### src/design/ordf_pkg.sv
// Shared types, codes and the record-type decoder for the object record deframer.
// No dependencies; every other file refers to it by scoped names.
`timescale 1ns / 1ps

package ordf_pkg;

  localparam logic [15:0] MAX_PAYLOAD_RESET = 16'd1052;

  // Record framing phase, one-hot
  typedef enum logic [4:0] {
    PH_TYPE    = 5'b00001,
    PH_LENLO   = 5'b00010,
    PH_LENHI   = 5'b00100,
    PH_PAYLOAD = 5'b01000,
    PH_SUM     = 5'b10000
  } phase_t;

  localparam logic CMD_DATA = 1'b0;
  localparam logic CMD_END  = 1'b1;

  localparam logic [2:0] ROLE_TYPE    = 3'd0;
  localparam logic [2:0] ROLE_LENLO   = 3'd1;
  localparam logic [2:0] ROLE_LENHI   = 3'd2;
  localparam logic [2:0] ROLE_PAYLOAD = 3'd3;
  localparam logic [2:0] ROLE_SUM     = 3'd4;
  localparam logic [2:0] ROLE_NONE    = 3'd5;

  localparam logic [2:0] ST_OK         = 3'd0;
  localparam logic [2:0] ST_PREMATURE  = 3'd1;
  localparam logic [2:0] ST_ZERO_LEN   = 3'd2;
  localparam logic [2:0] ST_OVERLONG   = 3'd3;
  localparam logic [2:0] ST_BAD_SUM    = 3'd4;
  localparam logic [2:0] ST_UNKNOWN    = 3'd5;
  localparam logic [2:0] ST_HALTED     = 3'd6;
  localparam logic [2:0] ST_CLEAN_END  = 3'd7;

  localparam logic [3:0] CLASS_UNKNOWN = 4'd13;

  typedef struct packed {
    logic       cmd;
    logic [7:0] data;
  } item_t;

  typedef struct packed {
    logic [2:0]  role;
    logic [7:0]  value;
    logic [31:0] offset;
    logic [15:0] position;
    logic [15:0] length;
    logic [31:0] start;
    logic [15:0] index;
    logic        done;
    logic [3:0]  rec_class;
    logic [2:0]  status;
  } result_t;

  // Map a record type byte onto its class number
  function automatic logic [3:0] classify(input logic [7:0] t);
    logic [3:0] c;
    unique case (t)
      8'h80:   c = 4'd0;
      8'h88:   c = 4'd1;
      8'h8A:   c = 4'd2;
      8'h8C:   c = 4'd3;
      8'h8E:   c = 4'd4;
      8'h90:   c = 4'd5;
      8'h94:   c = 4'd6;
      8'h96:   c = 4'd7;
      8'h98:   c = 4'd8;
      8'h9A:   c = 4'd9;
      8'h9C:   c = 4'd10;
      8'hA0:   c = 4'd11;
      8'hA2:   c = 4'd12;
      default: c = CLASS_UNKNOWN;
    endcase
    return c;
  endfunction

endpackage

### src/design/ordf_in_stage.sv
// Input register for the object record deframer: holds one item until the core takes it.
// Depends on ordf_pkg.
`timescale 1ns / 1ps

module ordf_in_stage (
  input  logic          clk,
  input  logic          rst,
  input  logic          byte_valid,
  output logic          byte_stall,
  input  logic          cmd,
  input  logic [7:0]    data_byte,
  input  logic          advance,
  output logic          item_valid,
  output ordf_pkg::item_t item
);

  // hold while an item sits here and the core cannot take it
  assign byte_stall = item_valid && !advance;

  always_ff @(posedge clk) begin
    if (rst) begin
      item_valid <= 1'b0;
    end else if (!byte_stall) begin
      item_valid <= byte_valid;
    end
  end

  always_ff @(posedge clk) begin
    if (!byte_stall && byte_valid) begin
      item.cmd  <= cmd;
      item.data <= data_byte;
    end
  end

endmodule

### src/design/ordf_core.sv
// Framing state and per-item result logic of the object record deframer.
// Holds phase, counters, running sum and the payload limit register. Depends on ordf_pkg.
`timescale 1ns / 1ps

module ordf_core (
  input  logic              clk,
  input  logic              rst,
  input  logic              cfg_we,
  input  logic [15:0]       cfg_data,
  input  logic              advance,
  input  ordf_pkg::item_t   item,
  output ordf_pkg::result_t result
);

  ordf_pkg::phase_t phase, phase_next;
  logic [7:0]  type_byte, type_byte_next;
  logic [15:0] length_value, length_value_next;
  logic [15:0] payload_count, payload_count_next;
  logic [7:0]  running_sum, running_sum_next;
  logic [31:0] file_offset, file_offset_next;
  logic [31:0] start_offset, start_offset_next;
  logic [15:0] record_counter, record_counter_next;
  logic        halted, halted_next;
  logic [15:0] max_payload;

  always_comb begin
    phase_next          = phase;
    type_byte_next      = type_byte;
    length_value_next   = length_value;
    payload_count_next  = payload_count;
    running_sum_next    = running_sum;
    file_offset_next    = file_offset;
    start_offset_next   = start_offset;
    halted_next         = halted;

    result.role      = ordf_pkg::ROLE_NONE;
    result.value     = (item.cmd == ordf_pkg::CMD_DATA) ? item.data : 8'd0;
    result.offset    = file_offset;
    result.position  = 16'd0;
    result.done      = 1'b0;
    result.rec_class = 4'd0;
    result.status    = ordf_pkg::ST_OK;

    if (halted) begin
      result.status = ordf_pkg::ST_HALTED;
    end else if (item.cmd == ordf_pkg::CMD_END) begin
      if (phase == ordf_pkg::PH_TYPE) begin
        result.status = ordf_pkg::ST_CLEAN_END;
      end else begin
        result.status = ordf_pkg::ST_PREMATURE;
        halted_next   = 1'b1;
      end
    end else begin
      file_offset_next = file_offset + 32'd1;
      running_sum_next = running_sum + item.data;
      unique case (phase)
        ordf_pkg::PH_TYPE: begin
          result.role        = ordf_pkg::ROLE_TYPE;
          type_byte_next     = item.data;
          running_sum_next   = item.data;
          start_offset_next  = file_offset;
          length_value_next  = 16'd0;
          payload_count_next = 16'd0;
          phase_next         = ordf_pkg::PH_LENLO;
        end
        ordf_pkg::PH_LENLO: begin
          result.role       = ordf_pkg::ROLE_LENLO;
          length_value_next = {8'd0, item.data};
          phase_next        = ordf_pkg::PH_LENHI;
        end
        ordf_pkg::PH_LENHI: begin
          result.role       = ordf_pkg::ROLE_LENHI;
          length_value_next = {item.data, length_value[7:0]};
          if (length_value_next == 16'd0) begin
            result.status = ordf_pkg::ST_ZERO_LEN;
            halted_next   = 1'b1;
          end else if ((length_value_next - 16'd1) > max_payload) begin
            result.status = ordf_pkg::ST_OVERLONG;
            halted_next   = 1'b1;
          end else if (length_value_next == 16'd1) begin
            phase_next = ordf_pkg::PH_SUM;
          end else begin
            phase_next = ordf_pkg::PH_PAYLOAD;
          end
        end
        ordf_pkg::PH_PAYLOAD: begin
          result.role        = ordf_pkg::ROLE_PAYLOAD;
          result.position    = payload_count;
          payload_count_next = payload_count + 16'd1;
          if (payload_count_next >= (length_value - 16'd1)) begin
            phase_next = ordf_pkg::PH_SUM;
          end
        end
        ordf_pkg::PH_SUM: begin
          result.role      = ordf_pkg::ROLE_SUM;
          result.rec_class = ordf_pkg::classify(type_byte);
          if (running_sum_next != 8'd0) begin
            result.status = ordf_pkg::ST_BAD_SUM;
            halted_next   = 1'b1;
          end else if (result.rec_class == ordf_pkg::CLASS_UNKNOWN) begin
            result.status = ordf_pkg::ST_UNKNOWN;
            halted_next   = 1'b1;
          end else begin
            result.done = 1'b1;
          end
          phase_next = ordf_pkg::PH_TYPE;
        end
        default: begin
          phase_next = ordf_pkg::PH_TYPE;
        end
      endcase
    end

    result.length = length_value_next;
    result.start  = start_offset_next;
    result.index  = record_counter;
    record_counter_next = result.done ? (record_counter + 16'd1) : record_counter;
  end

  always_ff @(posedge clk) begin
    if (rst) begin
      phase          <= ordf_pkg::PH_TYPE;
      type_byte      <= 8'd0;
      length_value   <= 16'd0;
      payload_count  <= 16'd0;
      running_sum    <= 8'd0;
      file_offset    <= 32'd0;
      start_offset   <= 32'd0;
      record_counter <= 16'd0;
      halted         <= 1'b0;
    end else if (advance) begin
      phase          <= phase_next;
      type_byte      <= type_byte_next;
      length_value   <= length_value_next;
      payload_count  <= payload_count_next;
      running_sum    <= running_sum_next;
      file_offset    <= file_offset_next;
      start_offset   <= start_offset_next;
      record_counter <= record_counter_next;
      halted         <= halted_next;
    end
  end

  always_ff @(posedge clk) begin
    if (rst) begin
      max_payload <= ordf_pkg::MAX_PAYLOAD_RESET;
    end else if (cfg_we) begin
      max_payload <= cfg_data;
    end
  end

endmodule

### src/design/ordf_out_stage.sv
// Result register for the object record deframer: holds a result until the sink takes it.
// Depends on ordf_pkg.
`timescale 1ns / 1ps

module ordf_out_stage (
  input  logic              clk,
  input  logic              rst,
  input  logic              item_valid,
  input  ordf_pkg::result_t result_in,
  output logic              advance,
  output logic              result_valid,
  input  logic              result_stall,
  output ordf_pkg::result_t result
);

  // take a new result whenever the register is empty or being drained
  assign advance = item_valid && (!result_valid || !result_stall);

  always_ff @(posedge clk) begin
    if (rst) begin
      result_valid <= 1'b0;
    end else if (advance) begin
      result_valid <= 1'b1;
    end else if (!result_stall) begin
      result_valid <= 1'b0;
    end
  end

  always_ff @(posedge clk) begin
    if (advance) begin
      result <= result_in;
    end
  end

endmodule

### src/design/object_record_deframer.sv
// Object record deframer: tags each byte of an object-file stream with its record role.
// An accepted item sits in one input register, then its result in one result register.
// Throughput: one item per cycle unless the sink stalls.
// Reset (rst, synchronous): expect a type byte, counters and offsets zero, not halted,
// payload limit back to 1052. An error halts the block until the next reset.
`timescale 1ns / 1ps

module object_record_deframer (
  input  logic        clk,
  input  logic        rst,
  input  logic        cfg_we,
  input  logic [15:0] cfg_data,
  input  logic        byte_valid,
  output logic        byte_stall,
  input  logic        cmd,
  input  logic [7:0]  data_byte,
  output logic        result_valid,
  input  logic        result_stall,
  output logic [2:0]  byte_role,
  output logic [7:0]  byte_value,
  output logic [31:0] byte_offset,
  output logic [15:0] payload_position,
  output logic [15:0] record_length,
  output logic [31:0] record_start,
  output logic [15:0] record_index,
  output logic        record_done,
  output logic [3:0]  record_class,
  output logic [2:0]  status
);

  logic              advance;
  logic              item_valid;
  ordf_pkg::item_t   item;
  ordf_pkg::result_t core_result;
  ordf_pkg::result_t result;

  ordf_in_stage u_in (
    .clk        (clk),
    .rst        (rst),
    .byte_valid (byte_valid),
    .byte_stall (byte_stall),
    .cmd        (cmd),
    .data_byte  (data_byte),
    .advance    (advance),
    .item_valid (item_valid),
    .item       (item)
  );

  ordf_core u_core (
    .clk      (clk),
    .rst      (rst),
    .cfg_we   (cfg_we),
    .cfg_data (cfg_data),
    .advance  (advance),
    .item     (item),
    .result   (core_result)
  );

  ordf_out_stage u_out (
    .clk          (clk),
    .rst          (rst),
    .item_valid   (item_valid),
    .result_in    (core_result),
    .advance      (advance),
    .result_valid (result_valid),
    .result_stall (result_stall),
    .result       (result)
  );

  assign byte_role        = result.role;
  assign byte_value       = result.value;
  assign byte_offset      = result.offset;
  assign payload_position = result.position;
  assign record_length    = result.length;
  assign record_start     = result.start;
  assign record_index     = result.index;
  assign record_done      = result.done;
  assign record_class     = result.rec_class;
  assign status           = result.status;

endmodule

### config.mk
export PLATFORM = sky130hd
export DESIGN_NAME = object_record_deframer
export DESIGN_NICKNAME = d
export VERILOG_FILES = /design/src/design/ordf_pkg.sv /design/src/design/ordf_in_stage.sv /design/src/design/ordf_core.sv /design/src/design/ordf_out_stage.sv /design/src/design/object_record_deframer.sv
export SDC_FILE = /design/constraint.sdc
export NUM_CORES = 1
export LEC_CHECK = 0
export BUFFER_PORTS_ARGS = -buffer_cell sky130_fd_sc_hd__clkbuf_2
export CAP_MARGIN = 30
export CORE_MARGIN = 3
export CORE_UTILIZATION = 25
export CTS_BUF_LIST = sky130_fd_sc_hd__clkbuf_8
export CTS_CLUSTER_SIZE = 25
export DETAILED_ROUTE_END_ITERATION = 10
export HOLD_SLACK_MARGIN = 0.15
export PLACE_DENSITY = 0.46
export SLEW_MARGIN = 10
export SYNTH_ARGS = -nofsm -noshare
export SYNTH_HDL_FRONTEND = slang
export SYNTH_SLANG_ARGS = --single-unit
### constraint.sdc
create_clock -name clk -period 7.6 [get_ports clk]
set_input_delay 0.76 -clock clk [delete_from_list [all_inputs] [get_ports clk]]
set_output_delay 0.76 -clock clk [all_outputs]
set_load 0.02 [all_outputs]
### Word-level counts from Yosys, hierarchy flattened

Index checks and enable logic that the tools add are counted.

* register bits after elaboration: 292
* bits of input ports: 30
* output and inout port bits: 133
* logic and storage cells: 119

* add/sub/neg operators: 6
* order comparisons: 2
* equality and inequality tests: 24
* muxes and demuxes: 40
* bitwise operators: 4
* reduce and logical (&&, ||, !) cells: 19

Operator list (number)
* 8-bit equality test (second input constant): 13
* 32-bit two-way mux: 3
* 4-bit one-hot mux with 13 select lines: 1
* 16-bit one-hot mux with 3 select lines: 1
* 5-bit two-way mux: 7
* 16-bit by 1-bit adder with 16-bit output (second input constant): 2
* 32-bit by 1-bit adder with 32-bit output (second input constant): 1
* 16-bit two-way mux: 2
* 16-bit one-hot mux with 2 select lines: 1
* 16-bit by 1-bit subtractor with 16-bit output (second input constant): 2
* 5-bit one-hot mux with 4 select lines: 1
* 16-bit by 1-bit equality test with 1-bit output (second input constant): 1
* 16-bit >= comparator: 1
* 16-bit > comparator: 1
* 16-bit zero test: 1
* 3-bit two-way mux: 5
* 3-bit one-hot mux with 5 select lines: 1
* 4-bit two-way mux: 3
* 1-bit two-way mux: 11
* 8-bit adder: 1
* 8-bit two-way mux: 1
* 4-bit AND reduction: 2
* 8-bit nonzero test: 1
* 3-bit one-hot mux with 2 select lines: 1
* 20 further kinds: 31

### Depth between registers and ports, before layout

* word-level depth: 12
* mapped depth: 15
* gate-level depth less buffers: 14

### Modules after synthesis

Synthesis repeated with hierarchy kept, for this count alone.

* cell total of the unflattened synthesis: 1251
* area total of the unflattened synthesis: 13135.1 µm²

Modules (own cells, without submodules)
* ordf_core: instances 1, cells an instance 1103, area each 8844.7 µm², sequential area each 3002.9 µm²
* ordf_out_stage: instances 1, cells an instance 135, area each 3970.1 µm², sequential area each 3953.8 µm²
* ordf_in_stage: instances 1, cells an instance 13, area each 320.3 µm², sequential area each 290.3 µm²

### Worst setup path after synthesis

Ideal clock, no wire load.

* kind: input port to flip-flop
* from: in result_stall
* to: reg u_core.halted
* library setup time: 0.100 ns
* arrival time: 5.481 ns
* data required time: 7.500 ns
* path slack: 2.019 ns
* stages: 4
* buffers on the path: 1
* cells stage by stage: a21boi_2 > clkbuf_1 > a21oi_1 > a311oi_1

* longest elaborated chain between the ends: 3

RTL lines
* start, declared: line object_record_deframer.sv:18 `input logic result_stall,`
* 1-bit zero test: line ordf_out_stage.sv:17 `assign advance = item_valid && (!result_valid || !result_stall);`
* 1-bit logical OR: line ordf_out_stage.sv:17
* 1-bit logical AND: line ordf_out_stage.sv:17
* named net advance: line object_record_deframer.sv:31 `logic advance;`
* end signal, assigned: line ordf_core.sv:140 `halted <= halted_next;`
* end, declared: line ordf_core.sv:23 `logic halted, halted_next;`

The timed path passes the listed nets, and every way through them passes these cells.
A chain may end at the register's enable or synchronous reset.

### Final worst setup path

* from: reg u_in.item[0] (netlist name)
* to: reg u_core.phase[0]

* longest elaborated chain between the ends: 4
* elaborated cells on any way between the ends: 6
* classes of those cells: add/sub (1); order compare (1); eq/ne (2); reduce/logical (2)

RTL lines
* 16-bit by 1-bit subtractor with 16-bit output: line ordf_core.sv:77 `end else if ((length_value_next - 16'd1) > max_payload) begin`
* 16-bit > comparator: line ordf_core.sv:77
* 2-bit inequality test (no source line)
* 6-bit AND reduction (no source line) *
* end signal, assigned: line ordf_core.sv:122 `phase <= ordf_pkg::PH_TYPE;`
* end signal, assigned: line ordf_core.sv:132 `phase <= phase_next;`
* end, declared: line ordf_core.sv:15 `ordf_pkg::phase_t phase, phase_next;`

Every way passes the cells marked *; elsewhere a longest branch is shown, timed or not.

==> results_dict.tcl <==
set metrics [dict create \
    run_status "complete, no violations" \
    total_negative_setup_slacks_ns 0 \
    final.setup_skew_ns 0.0326 \
    worst_pin_slew_ns 0.899 \
    synthesis.area_per_instance_um2 10.3 \
    max_slew_margin 0.398 \
    dr.first_iter.drc_count 569 \
    tritoncts_clock_tree "done" \
    layout.core_utilization 0.303 \
    ir_drop_v 0.000116 \
    max_stage_delay_ns 0.65 \
    die-width_um 235 \
    finalHoldViolCount 0 \
    final_layout_size_suffix_gt1_frac 0.196 \
    numPlacedInstances 2058 \
    postSynth.asyncResetShare 0 \
    clkLatencyLatePin_ns 0.64 \
    root_buffer_cell "sky130_fd_sc_hd__clkbuf_8" \
    holdBufCountCts 0 \
    layout.cells.non_filler 2157 \
    clock-sinks 292 \
    endpoint_kind "flop" \
    ant_nets_after_route 0 \
    holdCritPathClass "in2reg" \
    timing.critical_path.cells "or4_1 > or3_1 > nor3_1 > xor2_1 > ha_1 > nand4_1 > nor4_1 > a21boi_0 > a2111oi_0 > or2_0 > a211oi_1 > a41oi_1" \
    cell_types_occupying_the_most_area_after_synthesis "sky130_fd_sc_hd__edfxtp_1 (32%), sky130_fd_sc_hd__dfxtp_1 (23%), sky130_fd_sc_hd__ha_1 (4.2%)" \
    fillerInstances 5394 \
    synth-seq-area-share 0.551 \
    grtUsageTotal 0.127 \
    synth_flop_cell "sky130_fd_sc_hd__dfxtp_1" \
    critical_path_peak_fanout 12 \
    grt_first_pass_wirelength_mm 55.9 \
    drt-wirelength-per-cell_um 16.6 \
    clk_transition_reported_paths_ns 0.06 \
    grt_antenna_before_repair 1 \
    leakagePower_nw 6.06 \
    route.final.wire_length_mm 35.9 \
    power_density_nw_per_um2 217 \
    critPathKind "reg2reg" \
    minimum_clock_period_after_layout_ns 4.12 \
    post_cts.repair.setup_buffers 0 \
    grt.overflow.total 0 \
    initial_cell_density_of_the_core 0.254 \
    synth_cell_types 70 \
    syn_nets 1347 \
    detailroute.via_count 9865 \
    cpMaxStageDelayCell "sky130_fd_sc_hd__or4_1" \
    place.detailed.hpwl_mm 24.6 \
    die_area_um2 55400 \
    rows 83 \
    power.total_mw 3.39 \
    yosys_register_bits 292 \
    post-route-period-util 0.542 \
    gp_routability_congestion 0.806 \
    core_um2 51700 \
    vias_per_cell 4.57 \
    post_cts_resized 0 \
    num_io_pins 163 \
    clock.fmax_ghz 0.243 \
    timing.rr.start "u_in.item[0]" \
    cts_made_buffers 52 \
    synth.top_cell.area_share 0.320 \
    cp_startpoint_kind "flop" \
    area_occupied_by_multi_input_gates_um2 5500 \
    clockBufferDepth 3 \
    finalMaxSlewViolations 0 \
    clock_tree.htree_level_count 2 \
    synth_enable_flop_cells 140 \
    fin_nets 1508 \
    post-route-worst-setup-slack_ns 3.48 \
    layout.area.seq_um2 7250 \
    first_pass_iters 5 \
    hold_path.startpoint "data_byte[0]" \
    grt_start_max_net_pins 84 \
    setup-violations-final 0 \
    critical_path.startpoint "u_in.item[0]" \
    flow.area_growth_from_synthesis_pct 18.9 \
    worst-endpoint-required_ns 8.07 \
    yosys_warnings 0 \
    grt_pass1_vias 9642 \
    drc 0 \
    rsz0062_at_grt "false" \
    netlist.top_cell.by_area "sky130_fd_sc_hd__edfxtp_1" \
    max_cap_violations 0 \
    critPathArrivalTime_ns 4.59 \
    place.port_buffers 162 \
    synth_area_um2 13200 \
    synth_cells 1272 \
    detailedPlace.worstSlack_ns 3.54 \
    die_h_um 235 \
]
==> path summary, 6_finish.rpt <==
check / endpoint / slack, ns / cells after the start
worst max register to register: u_core.phase[0] / 3.48 / 12
worst min-delay path: u_in.item[0] / 0.31 / 1
worst max-delay path: u_core.phase[0] / 3.48 / 12
worst min register to register: u_core.start_offset[20] / 0.45 / 2
==> cells by family (layout without fill, tap and decap cells) <==
kind of cell | Yosys count | in the layout | share of synthesized area
xor gates and xnor gates | 67 | 67 | 0.0446
AOI/OAI and AO/OA | 225 | 225 | 0.105
DFF | 292 | 292 | 0.551
muxes | 62 | 62 | 0.0508
adders and majority gates | 45 | 45 | 0.0434
other | 0 | 1 | 0
buffers and inverters | 108 | 312 | 0.0320
and+or+nand+nor | 473 | 473 | 0.174
==> worst max-delay path, delay by kind of cell, from the launching register on <==
kind | cells | cell delay [ns]
flip-flops | 1 | 0.61
adder cells (fa/ha/maj) | 1 | 0.32
AND/OR/NAND/NOR | 6 | 2.13
AO/OA/AOI/OAI | 4 | 0.79
XOR/XNOR | 1 | 0.11
==> placed cells by master (no fill, tap or decap), types with 23 or more instances in the layout <==
master / Yosys / layout
sky130_fd_sc_hd__and3_1: 35 / 35
sky130_fd_sc_hd__clkbuf_2: 0 / 161
sky130_fd_sc_hd__a21oi_1: 103 / 103
sky130_fd_sc_hd__nor2_1: 135 / 135
sky130_fd_sc_hd__dfxtp_1: 152 / 152
sky130_fd_sc_hd__inv_1: 41 / 61
sky130_fd_sc_hd__clkbuf_8: 0 / 55
sky130_fd_sc_hd__mux2_2: 33 / 33
sky130_fd_sc_hd__xnor2_1: 30 / 30
sky130_fd_sc_hd__nand2_1: 144 / 143
sky130_fd_sc_hd__nand3_1: 27 / 27
sky130_fd_sc_hd__ha_1: 44 / 44
sky130_fd_sc_hd__xor2_1: 37 / 37
sky130_fd_sc_hd__nand4_1: 23 / 23
sky130_fd_sc_hd__mux2i_1: 24 / 24
sky130_fd_sc_hd__o21ai_0: 32 / 32
sky130_fd_sc_hd__edfxtp_1: 140 / 140
==> routing by layer <==
metal / track usage / wire length (um) / share of wire / up-vias
li1: - / - / - / 4874
met1: 0.170 / 16800 / 0.47 / 4707
met2: 0.200 / 16400 / 0.46 / 221
met3: 0.0286 / 1720 / 0.048 / 63
met4: 0.0468 / 982 / 0.027 / 0
met5: 0 / 0 / 0 / -
==> stage by stage <==
step	cell area, um^2	hold WS, ns
floorplan	13200	0.423
global placement	14600	0.438
detailed placement	14600	0.444
CTS	15600	0.236
global route	15600	0.265
finish	15600	0.309
==> area by class of cell <==
type,count,share of cell area
sequential,292,0.463
multi-input combinational,872,0.352
timing repair buffer,173,0.0581
tap,680,0.0544
clock buffer,55,0.0484
clock inverter,42,0.0143
inverter,42,0.0101
antenna,1,0.000160
==> state kept, by name, summed over array words and instances, names as in the netlist <==
register / flops
u_core.max_payload: 16
u_in.item: 9
u_out.result: 131
u_core.payload_count: 16
u_core.start_offset: 32
u_core.running_sum: 8
u_out.result_valid: 1
u_core.length_value: 16
u_core.type_byte: 8
u_core.halted: 1
u_in.item_valid: 1
u_core.file_offset: 32
u_core.record_counter: 16
u_core.phase: 5
==> synthesized netlist by cell type (all sizes together), types with 2 or more instances <==
cell	n
dfxtp	152
a21boi	3
clkbuf	51
or4	4
a311oi	4
a22oi	13
o211ai	9
mux2i	24
edfxtp	140
o21ai	48
mux2	38
ha	44
or3	18
buf	15
nand2	144
nand4	23
a211oi	7
o22ai	3
o21a	2
nor3b	5
nor4	13
nand2b	5
a21o	4
nand3b	5
and2	8
inv	42
a21oi	103
a22o	16
nor2b	18
xnor2	30
xor2	37
and3	35
a31o	2
and4	2
nor3	21
or2	4
nor2	135
nand3	27
==> power by group <==
part           total [mW]  switching, mW  leakage, nW  internal, mW
clock network        1.40          0.686        0.580         0.710
logic               0.265          0.180         2.97        0.0847
registers            1.73         0.0369         2.51          1.69
total                3.39          0.903         6.06          2.49
(Power assumes the default switching activity.)
